==> src/design/sdsi_pkg.sv <==
// Package for the SD card SPI-mode start-up sequencer.
// Holds the phase encoding, command and status codes and the CRC7 helpers.
// No dependencies; imported by sd_spi_init_sequencer.
`default_nettype none

package sdsi_pkg;

    // Sequencer phases, one-hot.
    typedef enum logic [10:0] {
        PH_IDLE  = 11'b000_0000_0001,
        PH_CMD0  = 11'b000_0000_0010,
        PH_CMD8  = 11'b000_0000_0100,
        PH_V2_55 = 11'b000_0000_1000,
        PH_V2_41 = 11'b000_0001_0000,
        PH_CMD58 = 11'b000_0010_0000,
        PH_V1_55 = 11'b000_0100_0000,
        PH_V1_41 = 11'b000_1000_0000,
        PH_CMD1  = 11'b001_0000_0000,
        PH_CMD59 = 11'b010_0000_0000,
        PH_CMD16 = 11'b100_0000_0000
    } t_phase;

    // Input function codes.
    localparam logic FUNC_START    = 1'b0;
    localparam logic FUNC_RESPONSE = 1'b1;

    // Command indexes.
    localparam logic [5:0] CMD_GO_IDLE    = 6'd0;
    localparam logic [5:0] CMD_SEND_OP    = 6'd1;
    localparam logic [5:0] CMD_IF_COND    = 6'd8;
    localparam logic [5:0] CMD_SET_BLKLEN = 6'd16;
    localparam logic [5:0] ACMD_SD_OP     = 6'd41;
    localparam logic [5:0] CMD_APP        = 6'd55;
    localparam logic [5:0] CMD_READ_OCR   = 6'd58;
    localparam logic [5:0] CMD_CRC_ON     = 6'd59;

    // Command arguments and response patterns.
    localparam logic [31:0] ARG_IF_COND = 32'h0000_01AA;
    localparam logic [31:0] ARG_HCS     = 32'h4000_0000;
    localparam logic [7:0]  R1_IDLE     = 8'h01;
    localparam logic [7:0]  R1_READY    = 8'h00;
    localparam logic [7:0]  ECHO_VHS    = 8'h01;
    localparam logic [7:0]  ECHO_CHECK  = 8'hAA;
    localparam int          R1_ILLEGAL_BIT = 2;
    localparam int          OCR_CCS_BIT    = 30;

    // Completion status.
    localparam logic [1:0] ST_OK      = 2'd0;
    localparam logic [1:0] ST_TIMEOUT = 2'd1;
    localparam logic [1:0] ST_ERROR   = 2'd2;

    // Card kinds.
    localparam logic [2:0] KIND_UNKNOWN = 3'd0;
    localparam logic [2:0] KIND_MMC     = 3'd1;
    localparam logic [2:0] KIND_SD_V1   = 3'd2;
    localparam logic [2:0] KIND_SD_V2   = 3'd3;
    localparam logic [2:0] KIND_SD_HC   = 3'd4;

    // Configuration register indexes and reset values.
    localparam logic [1:0]  CFG_IDLE_LIMIT = 2'd0;
    localparam logic [1:0]  CFG_OP_LIMIT   = 2'd1;
    localparam logic [1:0]  CFG_BLOCK_LEN  = 2'd2;
    localparam logic [15:0] IDLE_LIMIT_RST = 16'd50;
    localparam logic [11:0] OP_LIMIT_RST   = 12'hFFF;
    localparam logic [12:0] BLOCK_LEN_RST  = 13'd512;

    localparam int CMD_BITS = 40;

    // CRC7 (x^7 + x^3 + 1) of a 40-bit frame holding only bit k, sent
    // most significant bit first. Only ever called with constant k.
    function automatic logic [6:0] crc7_col(input int k);
        logic [CMD_BITS-1:0] msg;
        logic [6:0]          crc;
        logic                fb;
        msg = '0;
        msg[k] = 1'b1;
        crc = '0;
        for (int b = CMD_BITS - 1; b >= 0; b--) begin
            fb  = crc[6] ^ msg[b];
            crc = {crc[5:0], 1'b0};
            if (fb) begin
                crc = crc ^ 7'h09;
            end
        end
        return crc;
    endfunction

    // CRC byte of a command: the CRC is linear, so it is the XOR of the
    // columns of the set frame bits, followed by the end bit.
    function automatic logic [7:0] crc7_byte(input logic [5:0] idx,
                                             input logic [31:0] arg);
        logic [CMD_BITS-1:0] msg;
        logic [6:0]          crc;
        msg = {2'b01, idx, arg};
        crc = '0;
        for (int k = 0; k < CMD_BITS; k++) begin
            if (msg[k]) begin
                crc = crc ^ crc7_col(k);
            end
        end
        return {crc, 1'b1};
    endfunction

endpackage

`default_nettype wire

==> src/design/sd_spi_init_sequencer.sv <==
// SD/MMC SPI-mode start-up sequencer.
//
// Input stream: s_axis_tuser selects start (0) or card response (1);
// s_axis_tdata carries the R1 byte and the four trailing response bytes.
// Output stream: s_axis results on m_axis, one result item per input item,
// either the next command to send (m_axis_tuser high) or the done report.
// Configuration: i_cfg_valid/o_cfg_ready with i_cfg_index and i_cfg_data
// write the CMD0 try limit (0), the ACMD41/CMD1 try limit (1) and the
// CMD16 block length (2); o_cfg_ready is always high.
//
// Timing: an item taken is held in the input register, worked on by the
// phase logic and its result registered for m_axis. One item per cycle is
// sustained while results are taken; the cost is one input register and
// one result register with the phase logic and CRC7 XOR tree between them.
// When the receiver stalls, the result register holds and the input
// register fills; s_axis_tready then drops until the result is taken.
// Reset clears the phase to idle, the counters, the detected card kind and
// the fast clock flag, and restores the register defaults.
// Depends on sdsi_pkg.
`default_nettype none

module sd_spi_init_sequencer
    import sdsi_pkg::*;
(
    input  wire logic        i_clk,
    input  wire logic        i_rst_n,
    // Input items
    input  wire logic        s_axis_tvalid,
    output logic             s_axis_tready,
    input  wire logic [39:0] s_axis_tdata,  // r1_byte[7:0], trailing_word[39:8]
    input  wire logic        s_axis_tuser,  // func[0]
    // Result items
    output logic             m_axis_tvalid,
    input  wire logic        m_axis_tready,
    // cmd_index[5:0], cmd_argument[37:6], crc_byte[45:38], expect_trailing[46],
    // init_clocks[47], fast_clock[48], done_res[49], status[51:50],
    // card_kind[54:52], zero pad[55]
    output logic [55:0]      m_axis_tdata,
    output logic             m_axis_tuser,  // cmd_valid[0]
    // Configuration writes
    input  wire logic        i_cfg_valid,
    output logic             o_cfg_ready,
    input  wire logic [1:0]  i_cfg_index,
    input  wire logic [15:0] i_cfg_data
);

    // Configuration registers.
    logic [15:0] r_idle_limit;
    logic [11:0] r_op_limit;
    logic [12:0] r_block_len;

    // Input register.
    logic        r_in_valid;
    logic        r_in_func;
    logic [7:0]  r_in_r1;
    logic [31:0] r_in_tw;

    // Sequencer state.
    t_phase      r_phase,  n_phase;
    logic [15:0] r_tries,  n_tries;
    logic [2:0]  r_kind,   n_kind;
    logic        r_fast,   n_fast;

    // Result register.
    logic        r_out_valid;
    logic        r_out_cmd;
    logic [55:0] r_out_data;

    // Result fields built by the phase logic.
    logic        w_cmd;
    logic [5:0]  w_idx;
    logic [31:0] w_arg;
    logic        w_trail;
    logic        w_clocks;
    logic [1:0]  w_status;
    logic [7:0]  w_crc;
    logic        w_advance;
    logic        w_idle_hit;
    logic        w_op_hit;

    assign o_cfg_ready   = 1'b1;
    assign w_advance     = r_in_valid && (!r_out_valid || m_axis_tready);
    assign s_axis_tready = !r_in_valid || w_advance;
    assign m_axis_tvalid = r_out_valid;
    assign m_axis_tdata  = r_out_data;
    assign m_axis_tuser  = r_out_cmd;

    // Configuration writes; indexes beyond the list are ignored.
    always_ff @(posedge i_clk) begin
        if (!i_rst_n) begin
            r_idle_limit <= IDLE_LIMIT_RST;
            r_op_limit   <= OP_LIMIT_RST;
            r_block_len  <= BLOCK_LEN_RST;
        end else if (i_cfg_valid) begin
            case (i_cfg_index)
                CFG_IDLE_LIMIT: r_idle_limit <= i_cfg_data;
                CFG_OP_LIMIT:   r_op_limit   <= i_cfg_data[11:0];
                CFG_BLOCK_LEN:  r_block_len  <= i_cfg_data[12:0];
                default: ;
            endcase
        end
    end

    // Input register: takes a new item whenever it is empty or draining.
    always_ff @(posedge i_clk) begin
        if (!i_rst_n) begin
            r_in_valid <= 1'b0;
        end else if (s_axis_tready) begin
            r_in_valid <= s_axis_tvalid;
        end
    end

    always_ff @(posedge i_clk) begin
        if (s_axis_tready && s_axis_tvalid) begin
            r_in_func <= s_axis_tuser;
            r_in_r1   <= s_axis_tdata[7:0];
            r_in_tw   <= s_axis_tdata[39:8];
        end
    end

    assign w_idle_hit = r_tries >= r_idle_limit;
    assign w_op_hit   = r_tries >= {4'd0, r_op_limit};

    // Phase logic: decides the next command or the done report.
    always_comb begin
        n_phase  = PH_IDLE;
        n_tries  = r_tries;
        n_kind   = r_kind;
        n_fast   = r_fast;
        w_cmd    = 1'b0;
        w_idx    = CMD_GO_IDLE;
        w_arg    = '0;
        w_trail  = 1'b0;
        w_clocks = 1'b0;
        w_status = ST_ERROR;
        if (r_in_func == FUNC_START) begin
            n_tries  = 16'd1;
            n_kind   = KIND_UNKNOWN;
            n_fast   = 1'b0;
            n_phase  = PH_CMD0;
            w_cmd    = 1'b1;
            w_clocks = 1'b1;
        end else begin
            case (r_phase)
                PH_CMD0: begin
                    if (r_in_r1 == R1_IDLE) begin
                        n_tries = '0;
                        n_phase = PH_CMD8;
                        w_cmd   = 1'b1;
                        w_idx   = CMD_IF_COND;
                        w_arg   = ARG_IF_COND;
                        w_trail = 1'b1;
                    end else if (w_idle_hit) begin
                        w_status = ST_TIMEOUT;
                    end else begin
                        n_tries = r_tries + 16'd1;
                        n_phase = PH_CMD0;
                        w_cmd   = 1'b1;
                    end
                end
                PH_CMD8: begin
                    if (r_in_r1 == R1_IDLE) begin
                        if (r_in_tw[15:8] == ECHO_VHS && r_in_tw[7:0] == ECHO_CHECK) begin
                            n_tries = 16'd1;
                            n_phase = PH_V2_55;
                            w_cmd   = 1'b1;
                            w_idx   = CMD_APP;
                        end
                    end else if (r_in_r1[R1_ILLEGAL_BIT]) begin
                        n_tries = 16'd1;
                        n_phase = PH_V1_55;
                        w_cmd   = 1'b1;
                        w_idx   = CMD_APP;
                    end
                end
                PH_V2_55: begin
                    if (r_in_r1 != R1_IDLE) begin
                        w_status = ST_TIMEOUT;
                    end else begin
                        n_phase = PH_V2_41;
                        w_cmd   = 1'b1;
                        w_idx   = ACMD_SD_OP;
                        w_arg   = ARG_HCS;
                    end
                end
                PH_V2_41: begin
                    if (r_in_r1 == R1_READY) begin
                        n_phase = PH_CMD58;
                        w_cmd   = 1'b1;
                        w_idx   = CMD_READ_OCR;
                        w_trail = 1'b1;
                    end else if (w_op_hit) begin
                        w_status = ST_TIMEOUT;
                    end else begin
                        n_tries = r_tries + 16'd1;
                        n_phase = PH_V2_55;
                        w_cmd   = 1'b1;
                        w_idx   = CMD_APP;
                    end
                end
                PH_CMD58: begin
                    if (r_in_r1 != R1_READY) begin
                        w_status = ST_TIMEOUT;
                    end else begin
                        n_kind   = r_in_tw[OCR_CCS_BIT] ? KIND_SD_HC : KIND_SD_V2;
                        n_fast   = 1'b1;
                        w_status = ST_OK;
                    end
                end
                PH_V1_55: begin
                    if (r_in_r1 != R1_IDLE) begin
                        w_status = ST_TIMEOUT;
                    end else begin
                        n_phase = PH_V1_41;
                        w_cmd   = 1'b1;
                        w_idx   = ACMD_SD_OP;
                    end
                end
                PH_V1_41: begin
                    w_cmd = 1'b1;
                    if (r_in_r1 == R1_READY) begin
                        n_kind  = KIND_SD_V1;
                        n_fast  = 1'b1;
                        n_phase = PH_CMD59;
                        w_idx   = CMD_CRC_ON;
                    end else if (w_op_hit) begin
                        // Not an SD card: fall back to the MMC start-up.
                        n_tries = 16'd1;
                        n_phase = PH_CMD1;
                        w_idx   = CMD_SEND_OP;
                    end else begin
                        n_tries = r_tries + 16'd1;
                        n_phase = PH_V1_55;
                        w_idx   = CMD_APP;
                    end
                end
                PH_CMD1: begin
                    if (r_in_r1 == R1_READY) begin
                        n_kind  = KIND_MMC;
                        n_fast  = 1'b1;
                        n_phase = PH_CMD59;
                        w_cmd   = 1'b1;
                        w_idx   = CMD_CRC_ON;
                    end else if (w_op_hit) begin
                        w_status = ST_TIMEOUT;
                    end else begin
                        n_tries = r_tries + 16'd1;
                        n_phase = PH_CMD1;
                        w_cmd   = 1'b1;
                        w_idx   = CMD_SEND_OP;
                    end
                end
                PH_CMD59: begin
                    if (r_in_r1 != R1_READY) begin
                        w_status = ST_TIMEOUT;
                    end else begin
                        n_phase = PH_CMD16;
                        w_cmd   = 1'b1;
                        w_idx   = CMD_SET_BLKLEN;
                        w_arg   = {19'd0, r_block_len};
                    end
                end
                PH_CMD16: begin
                    w_status = (r_in_r1 != R1_READY) ? ST_TIMEOUT : ST_OK;
                end
                default: begin
                    // Response with nothing outstanding.
                    w_status = ST_ERROR;
                end
            endcase
        end
    end

    assign w_crc = crc7_byte(w_idx, w_arg);

    // Sequencer state advances once per item.
    always_ff @(posedge i_clk) begin
        if (!i_rst_n) begin
            r_phase <= PH_IDLE;
            r_tries <= '0;
            r_kind  <= KIND_UNKNOWN;
            r_fast  <= 1'b0;
        end else if (w_advance) begin
            r_phase <= n_phase;
            r_tries <= n_tries;
            r_kind  <= n_kind;
            r_fast  <= n_fast;
        end
    end

    // Result register: command fields zero on done, done fields zero on command.
    always_ff @(posedge i_clk) begin
        if (!i_rst_n) begin
            r_out_valid <= 1'b0;
        end else if (w_advance) begin
            r_out_valid <= 1'b1;
        end else if (m_axis_tready) begin
            r_out_valid <= 1'b0;
        end
    end

    always_ff @(posedge i_clk) begin
        if (w_advance) begin
            r_out_cmd <= w_cmd;
            if (w_cmd) begin
                r_out_data <= {1'b0, KIND_UNKNOWN, ST_OK, 1'b0, n_fast,
                               w_clocks, w_trail, w_crc, w_arg, w_idx};
            end else begin
                r_out_data <= {1'b0, n_kind, w_status, 1'b1, n_fast,
                               1'b0, 1'b0, 8'd0, 32'd0, 6'd0};
            end
        end
    end

endmodule

`default_nettype wire

==> config.mk <==
export PLATFORM = sky130hd
export DESIGN_NAME = sd_spi_init_sequencer
export DESIGN_NICKNAME = d
export VERILOG_FILES = /design/src/design/sdsi_pkg.sv /design/src/design/sd_spi_init_sequencer.sv
export SDC_FILE = /design/constraint.sdc
export NUM_CORES = 1
export LEC_CHECK = 0
export ABC_AREA = 1
export BUFFER_PORTS_ARGS = -buffer_cell sky130_fd_sc_hd__buf_4
export CORE_MARGIN = 2
export CORE_UTILIZATION = 61
export DETAILED_ROUTE_END_ITERATION = 7
export GPL_TIMING_DRIVEN = 0
export PLACE_DENSITY = 0.85
export SYNTH_ARGS = -nofsm -noshare
export SYNTH_HDL_FRONTEND = slang
export SYNTH_SLANG_ARGS = --single-unit
==> constraint.sdc <==
create_clock -name i_clk -period 4.14 [get_ports i_clk]
set_input_delay 0.207 -clock i_clk [delete_from_list [all_inputs] [get_ports i_clk]]
set_output_delay 0.207 -clock i_clk [all_outputs]
set_load 0.005 [all_outputs]
======== Word level (Yosys, flattened, before mapping) ========
Cells that the tools add are included.
operators by class
  $lt $le $gt $ge ......................... 2
  reductions and logical operators ........ 21
  bitwise logic cells ..................... 742
  equal/unequal tests ..................... 23
  $add $sub $neg .......................... 1
  muxes and demuxes ....................... 1565
operator list
  operator                                              count
  2-to-1 mux 7 bit                                      778
  2-to-1 mux 4 bit                                      707
  NOT 2 bit                                             703
  XOR 7 bit                                             37
  2-to-1 mux 16 bit                                     10
  one-hot mux 32 bit (3 select lines)                   1
  one-hot mux 11 bit (8 select lines)                   1
  2-to-1 mux 11 bit                                     7
  one-hot mux 16 bit (4 select lines)                   1
  2-to-1 mux 6 bit                                      10
  2-to-1 mux 50 bit                                     1
  one-hot mux 6 bit (7 select lines)                    1
  2-to-1 mux 32 bit                                     1
  2-to-1 mux 31 bit                                     1
  2-to-1 mux 9 bit                                      3
  2-to-1 mux 1 bit                                      21
  adder 16 x 1 -> 16 bit (second input constant)        1
  equality test 8 x 1 -> 1 bit (second input constant)  2
  greater-or-equal comparator 16 x 12 -> 1 bit          1
  greater-or-equal comparator 16 bit                    1
  2-to-1 mux 2 bit                                      8
  2-to-1 mux 3 bit                                      5
  2-to-1 mux 13 bit                                     1
  != test 4 bit (second input constant)                 3
  other kinds (34)                                      49
storage, ports and cells
  bits of input ports ..................... 64
  register bits ........................... 171
  output and inout bits ................... 60
  word-level logic and storage cells ...... 2372

======== Depth between registers and ports, before layout ========
Gate-level depths: netlist of the first run.
  depth after elaboration ................. 122
  depth in mapped cells ................... 20
  gate-level depth less buffers ........... 20

======== Worst setup path before layout of the first run ========
Ideal clock, no wire load.
  kind .................................... reg-to-reg
  start ................................... register r_out_valid (netlist: m_axis_tvalid)
  end ..................................... register r_tries[15]
  clock period less this slack ............ 2.504 ns
  data required time ...................... 4.026 ns
  library setup time ...................... 0.114 ns
  slack ................................... 1.636 ns
  data arrival time ....................... 2.390 ns
  buffers on the path ..................... 1
  cell stages (with the launch flop) ...... 10
  path through ............................ dfxtp_1 > nand2_1 > nand2_1 > inv_1 > o311ai_2 > a21oi_4 > nand2_4 > buf_6 > a21oi_1 > nor2_1
between the ends
  longest elaborated chain between the ends .. 4
ends and longest elaborated chain
  what                                  RTL line                      RTL
  from (decl)                           sd_spi_init_sequencer.sv:65   logic r_out_valid;
  from (signal assigned)                sd_spi_init_sequencer.sv:294  r_out_valid <= 1'b0;
  from (signal assigned)                sd_spi_init_sequencer.sv:296  r_out_valid <= 1'b1;
  from (signal assigned)                sd_spi_init_sequencer.sv:298  r_out_valid <= 1'b0;
  logical NOT 1 bit                     sd_spi_init_sequencer.sv:82   assign w_advance = r_in_valid && (!r_out_valid || m_axis_tready);
  logical OR 1 bit                      sd_spi_init_sequencer.sv:82
  logical AND 1 bit                     sd_spi_init_sequencer.sv:82
  named net w_advance                   sd_spi_init_sequencer.sv:77   logic w_advance;
  AND reduction 8 bit (no source line)  n/a
  to (signal assigned)                  sd_spi_init_sequencer.sv:285  r_tries <= n_tries;
  to (decl)                             sd_spi_init_sequencer.sv:60   logic [15:0] r_tries, n_tries;
The timed path passes the listed nets, and every way through them passes these cells.
A chain may end at the register's enable or synchronous reset.

======== Worst setup path in the final report of the first run ========
  start ................................... register r_tries[0]
  end ..................................... register r_out_data[50] (netlist: m_axis_tdata[50]) (data pin)
between the ends
  longest elaborated chain between the ends .. 6
  elaborated cells on any way between the ends .. 14
  classes of those cells .................. order compare (2); mux (11); reduce/logical (1)
ends and longest elaborated chain
  what                                                                                                RTL line                                                                                  RTL
  greater-or-equal comparator 16 x 12 -> 1 bit or greater-or-equal comparator 16 bit (tied branches)  sd_spi_init_sequencer.sv:122, sd_spi_init_sequencer.sv:121
  2-to-1 mux 1 bit (on tied branches)                                                                 sd_spi_init_sequencer.sv:192, sd_spi_init_sequencer.sv:244, sd_spi_init_sequencer.sv:153
  2-to-1 mux 1 bit (on tied branches)                                                                 sd_spi_init_sequencer.sv:238, sd_spi_init_sequencer.sv:146
  one-hot mux 1 bit (6 select lines) (*)                                                              sd_spi_init_sequencer.sv:144                                                              case (r_phase)
  2-to-1 mux 1 bit (*)                                                                                sd_spi_init_sequencer.sv:136                                                              if (r_in_func == FUNC_START) begin
  named net w_cmd                                                                                     sd_spi_init_sequencer.sv:70                                                               logic w_cmd;
  OR reduction 2 bit (no source line) (*)                                                             n/a
  to (signal assigned)                                                                                sd_spi_init_sequencer.sv:306                                                              r_out_data <= {1'b0, KIND_UNKNOWN, ST_OK, 1'b0, n_fast,
  to (signal assigned)                                                                                sd_spi_init_sequencer.sv:309                                                              r_out_data <= {1'b0, n_kind, w_status, 1'b1, n_fast,
  to (decl)                                                                                           sd_spi_init_sequencer.sv:67                                                               logic [55:0] r_out_data;
The timed path passes the listed nets; every way through them passes the cells marked *.

==> results.json, run 1 <==
{
  "viasPerCell": 5.25,
  "n_antenna_cell": 0,
  "worst_clock_skew_ns": 0.00576,
  "vias": 6930,
  "clkPwrFrac_pct": 42.1,
  "drive_gt1_share_pct": 16.3,
  "syn_to_final_growth_pct": 22.6,
  "drv_slew": 0,
  "synthTopCellsByCount": "nand2_1 (220), inv_1 (140), nor2_1 (103)",
  "hold_violations": 0,
  "cp_cell_sequence": "inv_1 -> ha_1 -> inv_1 -> nand2_1 -> nand2_1 -> nand2_1 -> nand2_1 -> nand2_1 -> nand2_1 -> nand2_1 -> nand3_1 -> nand2_1 -> a211oi_1 -> nand2_1 -> nor2_4 -> nand2_2 -> a31oi_1",
  "fillers": 885,
  "synth_edf_count": 63,
  "cp_data_required_time_ns": 4.35,
  "post_cts_resized": 0,
  "drt-initial-drc-count": 523,
  "drt_first_pass_iters": 6,
  "ys_ff_latch": 137,
  "cp_slowest_cell": "dfxtp_1",
  "powerDensity_mw_per_mm2": 346,
  "ys_types": 51,
  "p_comb_share_pct": 10.8,
  "ant_nets": 0,
  "wl_per_cell_um": 14.4,
  "die_area_mm2": 0.0133,
  "grt_pass1_vias": 6394,
  "start_util_pct": 62.9,
  "internal_power_mw": 2.44,
  "vdd_drop_max_v": 0.000312,
  "grt_first_pass_wirelength_mm": 30.3,
  "grtUsageTotal_pct": 29.4,
  "postSynthAreaPerCell_um2": 7.67,
  "cts_buffers": 17,
  "hp-class": "in2reg",
  "synth_area_leaders": "edfxtp_1 (25%), dfxtp_1 (20%), nand2_1 (11%)",
  "async_flop_share_pct": 0,
  "multi_input_area_mm2": 0.00346,
  "arrival_ns": 3.15,
  "core_mm2": 0.0121,
  "maxSlewHeadroom_pct": 25.0,
  "seqPwrFrac_pct": 47.1,
  "yosysSeqAreaShare_pct": 44.5,
  "drv_cap": 0,
  "grt_start_max_net_pins": 45,
  "place.gp.congestion": 0.976,
  "synth_area_mm2": 0.00759,
  "synth_top_area_share_pct": 24.9,
  "clkLatencyLatePin_ns": 0.41,
  "design_area_mm2": 0.00930,
  "layout_worst_path_cycle_share_pct": 71.1,
  "p_switching_uw": 775,
  "cts_num_sinks": 137,
  "dieWidth_um": 116,
  "setup-tns-final_ns": 0,
  "cp.buffers_inverters": 2,
  "worstSetupStartpointType": "flop",
  "path_clk_slew_ns": 0.06,
  "grt.overflow.total": 0,
  "ys.flop_type": "dfxtp_1",
  "switching_share_pct": 24.1,
  "clockBufferDepth": 2,
  "drcViolationCount": 0,
  "grt_antenna_before_repair": 0,
  "worst_slew_pin_slew_ns": 1.12,
  "fin_nets": 1232,
  "synth_top_cell_by_area": "edfxtp_1",
  "synth_cells": 989,
  "cp_top_family": "simple AND/OR/NAND/NOR gates",
  "rsz0062_at_grt": "no",
  "yosysWarnings": 0,
  "port_buffers": 87,
  "crit_fanout": 9,
  "utilization_pct": 77.1,
  "p_leak_nw": 4.33,
  "status": "completed",
  "cp-end-kind": "flop",
  "timing.fmax_ghz": 0.340,
  "io_pins": 124,
  "cts_tree": "yes",
  "placed_cell_area_mm2": 0.00852,
  "critPathKind": "reg2reg",
  "place_hpwl_mm": 13.7,
  "die_h_um": 116,
  "wl_mm": 19.0,
  "rows": 40,
  "synth.most_common_cell": "nand2_1",
  "min_period_ns": 2.94,
  "seq_area_mm2": 0.00337,
  "slowest_delay_ns": 0.37,
  "cts_root_buf": "clkbuf_16",
  "htree_levels": 4,
  "cpMostUsedCell": "nand2_1",
  "setup_violations": 0
}
[sequential cells by signal (all words and copies together) (netlist names), 3 cells and up]
register      flops
m_axis_tdata     37
r_in_tw          17
r_idle_limit     16
r_tries          16
r_block_len      13
r_op_limit       12
r_phase          11
r_in_r1           8
r_kind            3
[cell type report]
class	count	area share, %
Buffer	41	2.69
Sequential cell	137	36.3
Clock inverter	11	0.874
Inverter	151	6.16
Tap cell	168	2.26
Clock buffer	21	4.73
Timing Repair Buffer	113	9.82
Multi-Input combinational cell	678	37.2
[power groups by stage]
stage | Combinational [mW] | Clock (mW) | Sequential [mW]
after floorplan | 0.199 | 0 | 1.54
final | 0.347 | 1.36 | 1.52
after global placement | 0.310 | 0 | 1.54
after global routing | 0.386 | 1.42 | 1.52
after CTS | 0.340 | 1.36 | 1.51
after detailed placement | 0.319 | 0 | 1.54
[kinds of logic after synthesis]
logic type | synth area share [%]
and+or+nand+nor | 27.7
buffers and inverters | 10.8
AOI/OAI and AO/OA | 11.8
DFF | 44.5
adders and majority gates | 4.78
xor gates and xnor gates | 0.346
other | 0.0990
[worst min-delay path: cells and delay by family]
family | cells | cell delay [ns]
AO/OA/AOI/OAI | 1 | 0.07
buffers and inverters | 1 | 0.09
AND/OR/NAND/NOR | 1 | 0.06
[metal layers]
metal	GRT usage, %	up-vias	part of all wire (%)
li1	-	3514	-
met1	37.7	3093	43
met2	48.4	278	48
met3	6.43	45	6.5
met4	12.4	0	2.7
met5	0	-	0
[final timing paths]
kind	start	endpoint	slack [ns]	depth (start not counted)
max	r_tries[0]$_SDFFE_PN0P_	m_axis_tdata[50]$_SDFFCE_PP0P_	1.20	17
min	i_cfg_data[9]	r_op_limit[9]$_SDFFE_PN1P_	0.05	3
max reg2reg	r_tries[0]$_SDFFE_PN0P_	m_axis_tdata[50]$_SDFFCE_PP0P_	1.20	17
min reg2reg	r_idle_limit[7]$_SDFFE_PN0P_	r_idle_limit[7]$_SDFFE_PN0P_	0.46	2
[per-stage QoR]
step,hold slack [ns],power [mW],setup slack (ns),cells
2_1_floorplan,0.306,1.74,1.64,1007
3_3_place_gp,0.385,1.85,1.07,1262
3_5_place_dp,0.386,1.86,1.32,1262
4_1_cts,0.0262,3.22,1.30,1320
5_1_grt,0.0398,3.33,0.945,1320
6_report,0.0474,3.22,1.20,1320
[layout by cell type, fill, tap and decap left out, types with 6 or more instances in the layout]
cell type / count
nand3_1: 70
a21oi_1: 69
nand2_1: 220
edfxtp_1: 63
clkbuf_1: 18
dlygate4sd3_1: 26
dfxtp_1: 74
clkbuf_16: 17
conb_1: 20
nor2_4: 6
buf_4: 109
o21ai_0: 48
nand4_1: 11
inv_1: 139
nor2_1: 103
nor2_2: 11
o211ai_1: 20
inv_2: 8
o21ai_1: 6
nor3_1: 14
clkinv_1: 7
ha_1: 29
nand2_2: 11
[repair_timing]
action	in CTS	in global routing
hold buffers	26	0
buffers inserted	0	0
endpoints found under the hold margin	26	0
Note: power is estimated with default switching activity, not from simulation.
==> run 2: changes to the inputs <==
--- a/config.mk
+++ b/config.mk
@@ -5,13 +5,13 @@
 export SDC_FILE = /design/constraint.sdc
 export NUM_CORES = 1
 export LEC_CHECK = 0
-export ABC_AREA = 1
+export ABC_AREA = 0
 export BUFFER_PORTS_ARGS = -buffer_cell sky130_fd_sc_hd__buf_4
 export CORE_MARGIN = 2
-export CORE_UTILIZATION = 61
+export CORE_UTILIZATION = 51
 export DETAILED_ROUTE_END_ITERATION = 7
 export GPL_TIMING_DRIVEN = 0
-export PLACE_DENSITY = 0.85
+export PLACE_DENSITY = 0.77
 export SYNTH_ARGS = -nofsm -noshare
 export SYNTH_HDL_FRONTEND = slang
 export SYNTH_SLANG_ARGS = --single-unit
==> constraint.sdc (replaced) <==
create_clock -name i_clk -period 2.49 [get_ports i_clk]
set_input_delay 0.1245 -clock i_clk [delete_from_list [all_inputs] [get_ports i_clk]]
set_output_delay 0.1245 -clock i_clk [all_outputs]
set_load 0.005 [all_outputs]
==> run 2 against run 1 <==
The flow now finishes with violations (negative setup slack). Via count shrank 5.0%. Sequential share of layout area shrank 2.4 points. Wire length grew 8.2%. Clock power grew 93%. Critical path depth shrank 8. Non-clock buffer count grew 66. Worst hold slack lost 0.027 ns. Synthesized area shrank 6.5%. Clock skew grew 0.0016 ns. Synthesized cell count shrank 24%. Largest cell class unchanged.
==> results.json, run 2 <==
{
  "start_util_pct": 51.7,
  "design_area_mm2": 0.0101,
  "fillers": 915,
  "synth_area_leaders": "edfxtp_1 (27%), dfxtp_1 (21%), nand2_1 (5.6%)",
  "grtUsageTotal_pct": 27.0,
  "reg2regPathDepth": 9,
  "clockBufferDepth": 2,
  "final.setup.worst_slack_ns": -0.117,
  "drcViolationCount": 0,
  "wl_per_cell_um": 18.0,
  "ys_ff_latch": 137,
  "placed_cell_area_mm2": 0.00807,
  "synthMuxAreaShare_pct": 0.441,
  "p_leak_nw": 4.01,
  "synth-adder-area-share_pct": 5.11,
  "setup_violations": 22,
  "port_buffers": 88,
  "timing.fmax_ghz": 0.384,
  "synth_compound_area_share_pct": 17.1,
  "yosysWarnings": 0,
  "synthTopCellsByCount": "nand2_1 (105), dfxtp_1 (74), a21oi_1 (66)",
  "viasPerCell": 5.77,
  "ys_types": 75,
  "dieWidth_um": 122,
  "worstSetupStartpointType": "flop",
  "r2r_slack_ns": -0.12,
  "fin_nets": 1041,
  "ant_nets": 0,
  "drv_slew": 0,
  "synth_top_cell_by_area": "edfxtp_1",
  "worst_clock_skew_ns": 0.00739,
  "rows": 43,
  "synth_cells": 751,
  "synth_edf_count": 63,
  "min_to": "m_axis_tvalid$_SDFFE_PN0P_",
  "layout_worst_path_cycle_share_pct": 105,
  "crit_fanout": 5,
  "cp_data_required_time_ns": 2.66,
  "drt-initial-drc-count": 724,
  "multi_input_area_mm2": 0.00393,
  "critPathKind": "reg2reg",
  "arrival_ns": 2.77,
  "dp_cells": 1037,
  "r2r-end": "m_axis_tdata[45]$_SDFFCE_PP0P_",
  "hold_path_startpoint": "m_axis_tready",
  "synth_simple_gate_area_share_pct": 19.7,
  "hold_depth": 4,
  "cts_num_sinks": 137,
  "grt.overflow.total": 0,
  "seq_area_mm2": 0.00342,
  "yosysSeqAreaShare_pct": 47.5,
  "cts_root_buf": "clkbuf_16",
  "power_mw": 5.63,
  "r2r-start": "r_idle_limit[14]$_SDFFE_PN0P_",
  "wl_met3_mm": 1.60,
  "cts_buffers": 17,
  "maxSlewHeadroom_pct": 22.7,
  "drive_gt1_share_pct": 33.2,
  "finalNonFillerCells": 1141,
  "wl_met1_mm": 8.13,
  "hold_violations": 0,
  "routed.top_layer": "met4",
  "setup-tns-final_ns": -1.09,
  "syn_to_final_growth_pct": 42.0,
  "synth_area_mm2": 0.00710,
  "grt_pass1_vias": 6125,
  "vias": 6582,
  "status": "complete, but fails checks",
  "die_area_mm2": 0.0149,
  "cts_tree": "yes",
  "hp-class": "in2reg",
  "violations": "negative setup slack",
  "mostFrequentLayoutCell": "buf_4",
  "place.gp.congestion": 0.942,
  "postSynthAreaPerCell_um2": 9.45,
  "wl_mm": 20.5,
  "route.met2.wl_mm": 10.1,
  "place_hpwl_mm": 12.8,
  "grt_first_pass_wirelength_mm": 30.8,
  "synth.most_common_cell": "nand2_1",
  "die_h_um": 122,
  "drt_first_pass_iters": 5,
  "powerDensity_mw_per_mm2": 559,
  "htree_levels": 4,
  "async_flop_share_pct": 0,
  "grt_antenna_before_repair": 0,
  "synth_top_family_by_area": "simple AND/OR/NAND/NOR gates",
  "path_clk_slew_ns": 0.06,
  "grt_start_max_net_pins": 44,
  "min_period_ns": 2.61,
  "cp-end-kind": "flop",
  "core_mm2": 0.0137,
  "ys.flop_type": "dfxtp_1",
  "io_pins": 124,
  "synth-xor-area-share_pct": 2.96,
  "detailedPlace.worstSlack_ns": -0.653,
  "n_antenna_cell": 0,
  "drv_cap": 0,
  "synth_top_area_share_pct": 26.7,
  "largest_register_ffs": 37,
  "vdd_drop_max_v": 0.000496,
  "worst_slew_pin_slew_ns": 1.16,
  "clkLatencyLatePin_ns": 0.42,
  "most-common-layout-cells": "buf_4 (139), nand2_1 (104), edfxtp_1 (63), a21oi_1 (60), dfxtp_1 (50)",
  "rsz0062_at_grt": "yes"
}
-- run 2: timing repair --
item | in CTS | in global routing
gates cloned | 0 | 1
pin swaps | 32 | 37
endpoints found under the hold margin | 68 | 0
hold buffers | 43 | 0
resized for setup | 79 | 89
setup endpoints to repair | 34 | 32
buffers inserted | 18 | 15
-- run 2: layout make-up --
cell class	instances	area share [%]
buffer	55	3.57
clock buffer	19	4.39
clock inverter	13	1.75
inverter	40	1.51
multi-input combinational	532	39.0
sequential	137	33.9
tap	180	2.23
timing repair buffer	165	13.7
-- run 2: worst max-delay path by stage --
stage	slack (ns)	endpoint	depth (start not counted)	startpoint
global placement	-0.64	m_axis_tdata[45]$_SDFFCE_PP0P_	11	r_tries[0]$_SDFFE_PN0P_
finish	-0.12	m_axis_tdata[45]$_SDFFCE_PP0P_	9	r_idle_limit[14]$_SDFFE_PN0P_
detailed placement	-0.65	m_axis_tdata[45]$_SDFFCE_PP0P_	11	r_tries[0]$_SDFFE_PN0P_
CTS	-0.02	m_axis_tdata[42]$_SDFFCE_PP0P_	11	r_phase[4]$_SDFFE_PN0P_
floorplan	-0.004	m_axis_tdata[41]$_SDFFCE_PP0P_	10	r_op_limit[5]$_SDFFE_PN1P_
global route	-0.19	m_axis_tdata[45]$_SDFFCE_PP0P_	10	r_tries[5]$_SDFFE_PN0P_
-- run 2: per-layer routing --
metal | track usage (%) | vias to the layer above
li1 | - | 3063
met1 | 34.1 | 3092
met2 | 44.4 | 357
met3 | 6.51 | 70
met4 | 11.1 | 0
met5 | 0 | -
-- run 2: report_power, final --
group	switching, mW	total, mW	internal (mW)
combinational	0.276	0.529	0.253
clock	0.939	2.63	1.69
sequential	0.0448	2.48	2.43
total	1.26	5.63	4.37
-- run 2: logic make-up (layout without fill, tap and decap cells) --
kind of cell | Yosys count | count (layout)
xor gates and xnor gates | 24 | 24
adders and majority gates | 29 | 29
muxes | 3 | 3
DFF | 137 | 137
buffers and inverters | 100 | 292
and+or+nand+nor | 276 | 276
AOI/OAI and AO/OA | 180 | 180
other | 2 | 20
-- run 2: worst max-delay path, stage by stage, from the launching register on --
cell      delay, ns
dfxtp_1        0.34
inv_1          0.08
ha_4           0.27
nand4_1        0.20
o41ai_4        0.59
o21ai_2        0.11
a211oi_2       0.28
nand3_2        0.24
inv_2          0.16
nor4_1         0.07
-- run 2: through the flow --
stage / utilization, % / hold WS [ns]
6_report: 73.5 / 0.0204
5_1_grt: 73.5 / 0.0410
4_1_cts: 70.1 / 0.0144
3_5_place_dp: 58.8 / 0.304
3_3_place_gp: 58.8 / 0.303
2_1_floorplan: - / 0.223
